===== src/rtl/core/rha_ram.sv =====
// ----------------------------------------------------------------------------
// rha_ram: generic simple dual-port RAM
// One write port, one read port with registered read data.
// ----------------------------------------------------------------------------
module rha_ram #(
  parameter int WIDTH = 16,
  parameter int DEPTH = 64
) (
  input  logic                     clk,
  input  logic                     we,
  input  logic [$clog2(DEPTH)-1:0] waddr,
  input  logic [WIDTH-1:0]         wdata,
  input  logic [$clog2(DEPTH)-1:0] raddr,
  output logic [WIDTH-1:0]         rdata
);

  logic [WIDTH-1:0] mem [DEPTH];

  always_ff @(posedge clk) begin
    if (we) begin
      mem[waddr] <= wdata;
    end
    rdata <= mem[raddr];
  end

endmodule


===== config.mk =====
export PLATFORM = sky130hd
export DESIGN_NAME = rha_ram
export DESIGN_NICKNAME = d
export VERILOG_FILES = /design/src/rtl/core/rha_ram.sv
export SDC_FILE = /design/constraint.sdc
export NUM_CORES = 1
export LEC_CHECK = 0
export BUFFER_PORTS_ARGS = -buffer_cell sky130_fd_sc_hd__buf_4
export CAP_MARGIN = 40
export CORE_ASPECT_RATIO = 1.1
export CORE_MARGIN = 4
export CORE_UTILIZATION = 56
export DETAILED_ROUTE_END_ITERATION = 8
export GPL_TIMING_DRIVEN = 0
export PLACE_DENSITY = 0.7
export SLEW_MARGIN = 20
export SYNTH_ARGS = -nofsm -noshare
export SYNTH_HDL_FRONTEND = slang
export SYNTH_SLANG_ARGS = --single-unit

===== constraint.sdc =====
create_clock -name clk -period 2.5 [get_ports clk]
set_input_delay 0.25 -clock clk [delete_from_list [all_inputs] [get_ports clk]]
set_output_delay 0.25 -clock clk [all_outputs]
set_load 0.005 [all_outputs]

==> impl_metrics.csv <==
group,metric,value,unit
setup_path,max_stage_delay,0.48,ns
clock_network,cts_tree,"built",
logic_synthesis,synth-xor-area-share,0,%
setup_path,endpoint_kind,"flip-flop",
clock_network,cts.sinks,1040,
clock_network,cts.reportedPaths.clkPinSlew,0.06,ns
detailed_routing,num_vias,19900,
finish,area_delta_synth_final,14.6,%
sta,clock.fmax,403,MHz
place,place_congestion,0.912,
logic_synthesis,synthDistinctLibCells,43,
outcome,status,"finished, final reports clean",
place,dp_hpwl,64600,microns
detailed_routing,routed_via_density,6.52,
logic_synthesis,postSynth.asyncResetShare,0,%
grt,grt_usage,26.4,%
setup_path,critPathRequiredTime,3.03,ns
setup_path,cp_max_fo,10,
logic_synthesis,syn_inst,1829,
logic_synthesis,synthMuxAreaShare,15.5,%
sta,final-setup-viol-count,0,
setup_path,slowest_stage,"buf_2",
sta,hold_slack,0.0616,ns
clock_network,cts_resized,0,
logic_synthesis,synth_edf_count,1024,
clock_network,cts_hold_buf,0,
detailed_routing,drt_iter0_drc,2425,
grt,antenna_found_initial,6,
logic_synthesis,synth_nets,1859,
sta,fin_crit_sh,99.3,%
floorplanning,die_area,75900,sq um
logic_synthesis,yosys.area_share.simple,2.65,%
clock_network,max-clock-path-buffers,3,
pwr,vdd_drop_max,0.000480,V
logic_synthesis,ys_seq_area_share,77.6,%
grt,overflow,0,
floorplanning,rows,102,
logic_synthesis,synth_fa_ha_area_share,0,%
logic_synthesis,synth_seq_cells,1040,
detailed_routing,wire_per_inst,32.6,microns
sta,hold_violations,0,
finish,layout-drive-gt1-share,30.7,%
setup_path,crit_chain,"buf_2 > buf_4 > buf_2 > buf_2 > a211oi_1 > a221oi_1 > a221oi_1 > a311oi_1",
clock_network,cts_made_buffers,97,
logic_synthesis,synth_compound_area_share,2.41,%
grt,grt_pass1_wl,143000,microns
sta,max_slew_margin,37.9,%
floorplanning,die_w,263,microns
logic_synthesis,yosysWarnings,0,
clock_network,clock_latency,0.65,ns
sta,finClkSkew,0.0259,ns
sta,finalMaxSlewViolations,0,
floorplanning,pin_count,46,
clock_network,ctsHtreeMaxLevel,3,
setup_path,critical_path_class,"input pin to flip-flop",
finish,nets,2064,
pwr,p_leak,14.6,nW
finish,final_core_util,65.0,%
grt,grt_max_degree,65,
setup_path,cp.arrival,3.01,ns
floorplanning,initial_utilization,56.7,%
sta,tightest_slew,0.929,ns
logic_synthesis,ys.flop_type,"edfxtp_1",
sta,rsz0062_at_grt,"no",
sta,min_period,2.48,ns
detailed_routing,drt_wl_total,99600,microns
floorplanning,die_h,288,microns
setup_path,startpoint_type,"input pin",
clock_network,post_cts_buffers,0,
place,numPortBuffers,38,
detailed_routing,detail-route-antenna-nets,0,
setup_path,timing.critical_path.mode_cell,"buf_2",
floorplanning,core,70600,sq um
hold_path,hold_class,"input pin to flip-flop",
detailed_routing,drc,0,
pwr,pwr_density_cell,798,nW/um^2
logic_synthesis,synth_area,40000,sq um
detailed_routing,drt_first_pass_iters,5,
grt,grt_pass1_vias,20000,
logic_synthesis,synth_area_per_cell,21.9,sq um
clock_network,root_buffer,"clkbuf_16",
job,cap_violations,0,
logic_synthesis,synth_top_family_by_area,"multiplexers",
through the flow:
step	total power, mW	TNS, ns	instance area [sq um]	worst slack [ns]	cells
4_1_cts	36.8	0	45900	0.135	3050
6_report	36.6	0	45900	0.0180	3056
2_1_floorplan	20.7	0	40000	0.215	1829
3_3_place_gp	21.6	-485.88	41500	-0.984	2803
5_1_grt	37.7	0	45900	0.0209	3055
3_5_place_dp	21.7	-14.67	42500	-0.541	2868
cell type report:
cell class              count  area [sq um]
fillers                  4482         24700
clock buffers             128          2730
clock inverters            54           607
multi-input cells         685          8420
plain buffers             104           733
repair buffers            106          1170
well taps                 936          1170
diodes                      3          7.51
flip-flops and latches   1040         31100
where the power goes:
| group | leakage (nW) | internal, mW | switching [mW] |
|---|---|---|---|
| clock network | 1.63 | 9.03 | 6.29 |
| logic | 3.64 | 0.705 | 1.26 |
| registers | 9.35 | 19.3 | 0.0392 |
| total | 14.6 | 29.0 | 7.59 |
cells in the mapped netlist, types with 8 or more instances:
master / count / area, sq um
nand3_1: 24 / 120
buf_6: 17 / 191
buf_4: 13 / 97.6
nand4_1: 12 / 75.1
nand2_1: 59 / 221
a221oi_1: 16 / 140
a22oi_1: 39 / 293
mux4_2: 220 / 4950
mux2i_1: 85 / 851
dfxtp_1: 16 / 320
a21oi_1: 17 / 85.1
buf_2: 36 / 180
a311oi_1: 8 / 70.1
a211oi_1: 8 / 60.1
mux2_2: 27 / 304
nor2_1: 72 / 270
clkbuf_1: 24 / 90.1
a31oi_1: 8 / 50.1
a211o_1: 8 / 70.1
edfxtp_1: 1024 / 30700
nor2b_1: 30 / 188
placed cells by master, fill, tap and decap left out, types with 6 or more instances in the layout:
master	netlist	final
mux2i_1	85	85
nand2_1	59	59
a311oi_1	8	8
mux4_2	220	220
a221o_1	6	6
buf_12	5	6
buf_2	36	36
edfxtp_1	1024	1024
nand4_1	12	12
clkbuf_16	0	102
a211oi_1	8	8
a221oi_1	16	16
a211o_1	8	8
buf_6	17	45
a31oi_1	8	8
a22oi_1	39	39
nor2_1	72	10
nor2_2	2	61
dfxtp_1	16	16
clkinv_2	0	17
a22o_1	6	6
mux2_2	27	27
buf_8	3	37
clkbuf_8	0	8
a21oi_1	17	17
buf_4	13	56
bufinv_16	0	13
nand3_1	24	24
clkbuf_1	24	42
nor2b_1	30	30
clkinv_1	0	16
logic make-up (layout without fill, tap and decap cells):
group           count (synthesis)  count (layout)
flops                        1040            1040
compound gates                129             129
mux                           336             336
buf+inv                       104             392
simple gates                  220             220
other cells                     0               3
registers in the layout (all words and copies together), names as in the netlist:
| name | cells |
|---|---|
| mem | 1024 |
| rdata | 16 |
critical path, delay by kind of cell:
family	cells	cell delay, ns
AO/OA/AOI/OAI	4	1.28
buffers and inverters	4	1.45
routing by layer:
metal,track usage [%],vias up,wire (microns)
met5,0,-,43
met4,10.8,6,4410
met3,5.38,216,9660
met2,42.4,1111,48300
met1,36.5,10500,37200
li1,-,8094,-
worst paths after layout:
check	start	to	slack, ns	cells after the start
hold reg to reg	mem[55][1]$_DFFE_PP_	rdata[1]$_DFF_P_	0.96	3
setup / recovery	raddr[2]	rdata[4]$_DFF_P_	0.02	8
setup reg to reg	mem[23][1]$_DFFE_PP_	rdata[1]$_DFF_P_	0.13	5
hold / removal	wdata[11]	mem[43][11]$_DFFE_PP_	0.06	1
Power figures use the tool's default switching activity.
