$ cat config.mk
export PLATFORM = sky130hd
export DESIGN_NAME = rha_cell
export DESIGN_NICKNAME = d
export VERILOG_FILES = /design/src/rtl/core/rha_pkg.sv /design/src/rtl/core/rha_ram.sv /design/src/rtl/core/rha_cell.sv
export SDC_FILE = /design/constraint.sdc
export NUM_CORES = 2
export LEC_CHECK = 0
export BUFFER_PORTS_ARGS = -buffer_cell sky130_fd_sc_hd__buf_2
export CELL_PAD_IN_SITES_DETAIL_PLACEMENT = 1
export CELL_PAD_IN_SITES_GLOBAL_PLACEMENT = 2
export CORE_ASPECT_RATIO = 1.25
export CORE_UTILIZATION = 50
export CTS_BUF_LIST = sky130_fd_sc_hd__clkbuf_4 sky130_fd_sc_hd__clkbuf_8
export DETAILED_ROUTE_END_ITERATION = 16
export PLACE_DENSITY_LB_ADDON = 0.15
export SYNTH_ARGS = -nofsm -noshare
export SYNTH_HDL_FRONTEND = slang
export SYNTH_SLANG_ARGS = --single-unit
export TNS_END_PERCENT = 100
$ cat constraint.sdc
create_clock -name clk -period 7.6 [get_ports clk]
set_clock_uncertainty 0.15 [all_clocks]
set_input_delay 0.38 -clock clk [delete_from_list [all_inputs] [get_ports clk]]
set_output_delay 0.38 -clock clk [all_outputs]
set_load 0.02 [all_outputs]
$ cat src/rtl/core/rha_pkg.sv
// ----------------------------------------------------------------------------
// rha_pkg: shared types and constants of the RBM hidden activation core
// Item layouts, table geometry, the chain link and the sigmoid table.
// ----------------------------------------------------------------------------
package rha_pkg;

  localparam int VOCAB_MAX  = 1024;
  localparam int DIM_MAX    = 32;
  localparam int HIDDEN_MAX = 64;
  localparam int NGRAM_MAX  = 8;

  localparam int WORD_W   = $clog2(VOCAB_MAX);
  localparam int DIM_W    = $clog2(DIM_MAX);
  localparam int HID_W    = $clog2(HIDDEN_MAX);
  localparam int POS_W    = $clog2(NGRAM_MAX);
  localparam int EMB_AW   = WORD_W + DIM_W;
  localparam int WGT_AW   = POS_W + DIM_W;
  localparam int ACC_W    = 40;
  localparam int VAL_W    = 16;
  localparam int PROD_W   = 2 * VAL_W;

  typedef enum logic [1:0] {
    REQ_LOAD_EMB  = 2'd0,
    REQ_LOAD_WGT  = 2'd1,
    REQ_LOAD_BIAS = 2'd2,
    REQ_CONTEXT   = 2'd3
  } req_type_t;

  typedef enum logic [1:0] {
    CFG_NGRAM_LEN    = 2'd0,
    CFG_HIDDEN_COUNT = 2'd1,
    CFG_EMBED_DIM    = 2'd2,
    CFG_UNUSED       = 2'd3
  } cfg_index_t;

  typedef enum logic [2:0] {
    ST_IDLE,
    ST_FEED,
    ST_FLUSH,
    ST_BIAS_RD,
    ST_ACT_CALC,
    ST_SIG_MUL,
    ST_SIG_ADD,
    ST_EMIT
  } state_t;

  typedef struct packed {
    logic [1:0]         req_type;
    logic [14:0]        table_address;
    logic signed [15:0] load_value;
    logic [9:0]         word_id;
  } in_item_t;

  typedef struct packed {
    logic [5:0]         hidden_index;
    logic signed [23:0] activation;
    logic [15:0]        probability;
    logic               last_of_run;
  } out_item_t;

  // One embedding element travelling down the row of cells.
  typedef struct packed {
    logic                    valid;
    logic signed [VAL_W-1:0] e;
    logic [WGT_AW-1:0]       waddr;
  } cell_link_t;

  // Weight write port of one cell.
  typedef struct packed {
    logic              we;
    logic [WGT_AW-1:0] addr;
    logic [VAL_W-1:0]  data;
  } cell_wr_t;

  // Sigmoid at steps of 0.25 over 0..8, Q0.16.
  function automatic logic [15:0] sig_lut(input logic [5:0] k);
    logic [15:0] v;
    unique case (k)
      6'd0:  v = 16'd32768; 6'd1:  v = 16'd36843; 6'd2:  v = 16'd40793;
      6'd3:  v = 16'd44511; 6'd4:  v = 16'd47910; 6'd5:  v = 16'd50941;
      6'd6:  v = 16'd53581; 6'd7:  v = 16'd55834; 6'd8:  v = 16'd57724;
      6'd9:  v = 16'd59287; 6'd10: v = 16'd60565; 6'd11: v = 16'd61598;
      6'd12: v = 16'd62428; 6'd13: v = 16'd63090; 6'd14: v = 16'd63615;
      6'd15: v = 16'd64030; 6'd16: v = 16'd64357; 6'd17: v = 16'd64614;
      6'd18: v = 16'd64816; 6'd19: v = 16'd64974; 6'd20: v = 16'd65097;
      6'd21: v = 16'd65194; 6'd22: v = 16'd65269; 6'd23: v = 16'd65328;
      6'd24: v = 16'd65374; 6'd25: v = 16'd65410; 6'd26: v = 16'd65438;
      6'd27: v = 16'd65459; 6'd28: v = 16'd65476; 6'd29: v = 16'd65489;
      6'd30: v = 16'd65500; 6'd31: v = 16'd65508;
      default: v = 16'd65514;
    endcase
    return v;
  endfunction

endpackage

$ cat src/rtl/core/rha_ram.sv
// ----------------------------------------------------------------------------
// rha_ram: generic simple dual-port RAM
// One write port, one read port with registered read data.
// ----------------------------------------------------------------------------
module rha_ram #(
  parameter int WIDTH = 16,
  parameter int DEPTH = 64
) (
  input  logic                     clk,
  input  logic                     we,
  input  logic [$clog2(DEPTH)-1:0] waddr,
  input  logic [WIDTH-1:0]         wdata,
  input  logic [$clog2(DEPTH)-1:0] raddr,
  output logic [WIDTH-1:0]         rdata
);

  logic [WIDTH-1:0] mem [DEPTH];

  always_ff @(posedge clk) begin
    if (we) begin
      mem[waddr] <= wdata;
    end
    rdata <= mem[raddr];
  end

endmodule

$ cat src/rtl/core/rha_cell.sv
// ----------------------------------------------------------------------------
// rha_cell: one hidden unit of the chain
// Holds the unit's weights and accumulator, multiplies each passing
// embedding element by its weight and hands the element to the next cell.
// ----------------------------------------------------------------------------
module rha_cell (
  input  logic                                clk,
  input  logic                                rst,
  input  logic                                clear,
  input  logic                                active,
  input  rha_pkg::cell_wr_t                   wr,
  input  rha_pkg::cell_link_t                 link_in,
  output rha_pkg::cell_link_t                 link_out,
  input  logic                                shift_en,
  input  logic signed [rha_pkg::ACC_W-1:0]    acc_in,
  output logic signed [rha_pkg::ACC_W-1:0]    acc_out
);

  localparam logic signed [rha_pkg::ACC_W-1:0] ACC_HI = {1'b0, {(rha_pkg::ACC_W-1){1'b1}}};
  localparam logic signed [rha_pkg::ACC_W-1:0] ACC_LO = {1'b1, {(rha_pkg::ACC_W-1){1'b0}}};

  rha_pkg::cell_link_t                 link_q;
  logic [rha_pkg::VAL_W-1:0]           w_rdata;
  logic                                prod_valid;
  logic signed [rha_pkg::PROD_W-1:0]   prod;
  logic signed [rha_pkg::ACC_W-1:0]    acc;
  logic signed [rha_pkg::ACC_W:0]      acc_sum;

  rha_ram #(
    .WIDTH(rha_pkg::VAL_W),
    .DEPTH(rha_pkg::NGRAM_MAX * rha_pkg::DIM_MAX)
  ) u_wgt (
    .clk  (clk),
    .we   (wr.we),
    .waddr(wr.addr),
    .wdata(wr.data),
    .raddr(link_in.waddr),
    .rdata(w_rdata)
  );

  // Hand the element on; the weight read data is registered in step with it.
  always_ff @(posedge clk) begin
    if (rst) begin
      link_q.valid <= 1'b0;
      prod_valid   <= 1'b0;
    end else begin
      link_q.valid <= link_in.valid;
      prod_valid   <= link_q.valid & active;
    end
    link_q.e     <= link_in.e;
    link_q.waddr <= link_in.waddr;
    prod         <= link_q.e * $signed(w_rdata);
  end

  assign link_out = link_q;

  assign acc_sum = {acc[rha_pkg::ACC_W-1], acc}
                 + (rha_pkg::ACC_W+1)'(prod);

  // Saturate after every product.
  always_ff @(posedge clk) begin
    if (rst || clear) begin
      acc <= '0;
    end else if (shift_en) begin
      acc <= acc_in;
    end else if (prod_valid) begin
      if (acc_sum[rha_pkg::ACC_W] != acc_sum[rha_pkg::ACC_W-1]) begin
        acc <= acc_sum[rha_pkg::ACC_W] ? ACC_LO : ACC_HI;
      end else begin
        acc <= acc_sum[rha_pkg::ACC_W-1:0];
      end
    end
  end

  assign acc_out = acc;

endmodule

==> results.sh <==
export IMPL_outcome="finished with violations"
export IMPL_violations="max-capacitance violations"
export IMPL_die_w_um=526.1
export IMPL_worst_pin_slew_ps=1443
export IMPL_syn_inst=7875
export IMPL_relSlewSlack_pct=3.535
export IMPL_totalWireLength_mm=454.1
export IMPL_synthArstFlopShare_pct=0
export IMPL_critPathMaxFanout=16
export IMPL_hold_violations=0
export IMPL_final_common_cell="edfxtp_1"
export IMPL_rr_startpoint="u_wgt.rdata[1]"
export IMPL_clock_path_buffers=4
export IMPL_maxCapViolCount=1
export IMPL_grt_pass1_wl_mm=649.4
export IMPL_maxSlewViolCount=0
export IMPL_drt_iter0_drc=8213
export IMPL_track_usage_pct=26.34
export IMPL_syn_area_um2=171700
export IMPL_drive_above_1_share_pct=31.28
export IMPL_worstHoldStart="wr[21]"
export IMPL_placed_cells=12460
export IMPL_worstSetupStartpoint="u_wgt.rdata[1]"
export IMPL_routedWlPerCell_um=32.71
export IMPL_tns_ps=0
export IMPL_criticalPathCategory="flip-flop to flip-flop"
export IMPL_stdcell_area_um2=194800
export IMPL_fin_util_pct=57.00
export IMPL_placeableCoreArea_um2=341700
export IMPL_vias=83960
export IMPL_irDropWorstVdd_v=0.001227
export IMPL_nFillCells=29080
export IMPL_crit_path_end_kind="flip-flop"
export IMPL_cp_data_arrival_time_ps=7790
export IMPL_yosysUniqueCellTypes=57
export IMPL_portBuffers=159
export IMPL_critPathMostFrequentCell="fa_1"
export IMPL_finalNetCount=9358
export IMPL_cts_resized_gates=0
export IMPL_root_buffer="clkbuf_8"
export IMPL_crit_slowest_cell="fa_1"
export IMPL_multiInputGateArea_um2=43740
export IMPL_power_leakage_nw=63.67
export IMPL_ant_nets=0
export IMPL_start_util_pct=50.24
export IMPL_cp_required_ps=8530
export IMPL_crit_family="adder cells"
export IMPL_start_kind="flip-flop"
export IMPL_pin_count=160
export IMPL_drc=0
export IMPL_insertion_delay_ps=1210
export IMPL_cts_tree="yes"
export IMPL_htreeDepth=6
export IMPL_fin_crit_sh_pct=90.19
export IMPL_gr_total_overflow=0
export IMPL_powerDensity_nw_per_um2=344.8
export IMPL_rsz0062_at_grt="false"
export IMPL_fp_row_count=240
export IMPL_syn_nets=8355
export IMPL_synth_edff_count=4096
export IMPL_cts_inserted_buffers=651
export IMPL_cts_sinks=4210
export IMPL_drt_first_pass_iters=5
export IMPL_seqCellArea_um2=125300
export IMPL_hp_class="input pin to flip-flop"
export IMPL_grt_pass1_vias=90520
export IMPL_synthFlopType="edfxtp_1"
export IMPL_seq_area_frac_synth_pct=72.97
export IMPL_crit_buf_inv=3
export IMPL_vias_per_cell=6.049
export IMPL_yosysWarnings=0
export IMPL_finalCriticalPeriod_ps=6854
export IMPL_final_cells=13880
export IMPL_ys_ff_latch=4210
export IMPL_place_area_um2=179800
export IMPL_setup_violations=0
export IMPL_dieArea_um2=345700
export IMPL_die_h_um=657.2
export IMPL_cpPeakStageDelay_ps=930
export IMPL_syn_to_final_growth_pct=13.46
export IMPL_grt_start_max_net_pins=137
export IMPL_antenna_found_initial=32
export IMPL_place_gp_congestion=0.8121
export IMPL_fmax_ghz=0.1459
export IMPL_cts_clk_slew_worst_paths_ps=60
export IMPL_crit_chain="nand2_1 > inv_1 > fa_1 > fa_1 > fa_1 > fa_1 > fa_1 > inv_1 > fa_1 > inv_1 > ha_1 > nand2_1 > nand2b_1 > a21o_1 > a21o_1 > a21oi_1 > nor2_1 > a221oi_1 > a21oi_1 > xor2_1"
export IMPL_final_cell_mix="edfxtp_1 (4,096), mux4_2 (1,360), clkbuf_8 (687), buf_4 (347), nor2_1 (340)"
export IMPL_syn_avg_cell_area_um2=21.80
export IMPL_post_dp_hpwl_mm=279.3
## final cells by class
class | instances | area share, %
multi-input cells | 2954 | 22.46
clock inverters | 283 | 0.8858
flip-flops and latches | 4210 | 64.31
inverters | 293 | 0.5646
clock buffers | 885 | 5.566
diodes | 10 | 0.01285
well taps | 4477 | 2.876
repair buffers | 768 | 3.326
## registers in the layout, summed over array words and instances (netlist names)
name	flops
link_out	25
u_wgt.mem	4096
prod	32
u_wgt.rdata	16
acc_out	40
prod_valid	1
## cells in the mapped netlist (all sizes together), types with 3 or more instances
| master | n | area share [%] |
|---|---|---|
| a31oi | 8 | 0.029 |
| nand3 | 45 | 0.13 |
| or2 | 3 | 0.011 |
| xor2 | 25 | 0.13 |
| a211oi | 48 | 0.21 |
| nor2 | 378 | 0.83 |
| buf | 151 | 0.39 |
| nor3 | 14 | 0.041 |
| xnor2 | 42 | 0.21 |
| a21oi | 107 | 0.31 |
| o21bai | 11 | 0.048 |
| clkbuf | 267 | 0.58 |
| o21ai | 46 | 0.13 |
| fa | 263 | 3.1 |
| inv | 292 | 0.64 |
| mux4 | 1360 | 18 |
| ha | 122 | 0.89 |
| and2 | 130 | 0.47 |
| nand2 | 213 | 0.47 |
| o21a | 8 | 0.035 |
| a21o | 16 | 0.070 |
| and3 | 6 | 0.022 |
| nand2b | 14 | 0.051 |
| dfxtp | 114 | 1.3 |
| or3 | 7 | 0.026 |
| nor2b | 15 | 0.055 |
| edfxtp | 4096 | 72 |
| a211o | 4 | 0.020 |
| nand4 | 21 | 0.077 |
| o211ai | 15 | 0.066 |
## power breakdown
| part | internal [mW] | total (mW) | switching, mW |
|---|---|---|---|
| logic | 9.13 | 22.4 | 13.3 |
| registers | 26.0 | 26.3 | 0.263 |
| clock network | 9.64 | 18.5 | 8.85 |
| total | 44.8 | 67.2 | 22.4 |
## cells by family (layout without fill, tap and decap cells)
logic type,count (synthesis),in the layout,share of synthesized area (%)
AOI/OAI and AO/OA,284,284,1.043
xor gates and xnor gates,67,67,0.3418
adders and majority gates,385,385,3.956
buffers and inverters,711,2229,1.611
DFF,4210,4210,72.97
muxes,1361,1361,17.85
other,0,10,0
and+or+nand+nor,857,857,2.229
## worst reg2reg max path, delay by kind of cell (launching register included)
kind | cells | cell delay (ps)
xor gates and xnor gates | 1 | 170
and+or+nand+nor | 4 | 480
DFF | 1 | 860
adders and majority gates | 7 | 3870
buffers and inverters | 3 | 250
AOI/OAI and AO/OA | 5 | 970
## what timing repair did
action | CTS | global route
buffers inserted | 0 | 0
endpoints found under the hold margin | 2281 | 0
hold buffers | 238 | 0
## path summary, 6_finish.rpt
kind         slack, ps                end  cells past startpoint
min reg2reg        660            prod[0]                      1
max reg2reg        750           prod[30]                     20
max                750           prod[30]                     20
min                140  u_wgt.mem[248][0]                      4
## stage by stage
stage / hold WS, ps / setup WS (ps) / power [mW]
2_1_floorplan: 257.7 / 1413 / 42.25
3_3_place_gp: 274.2 / 734.3 / 49.01
3_5_place_dp: 289.7 / 673.2 / 49.41
4_1_cts: 0.2440 / 632.6 / 68.00
5_1_grt: 58.60 / 353.0 / 71.07
6_report: 137.9 / 745.8 / 67.17
## per-layer routing
metal | vias to the layer above | wire length [um] | global-route usage (%)
met1 | 45750 | 178300 | 34.95
met3 | 648 | 28280 | 4.126
met5 | - | 126 | 0
met2 | 3110 | 233500 | 44.97
li1 | 34440 | - | -
met4 | 18 | 13870 | 8.195
(Power assumes the default switching activity.)
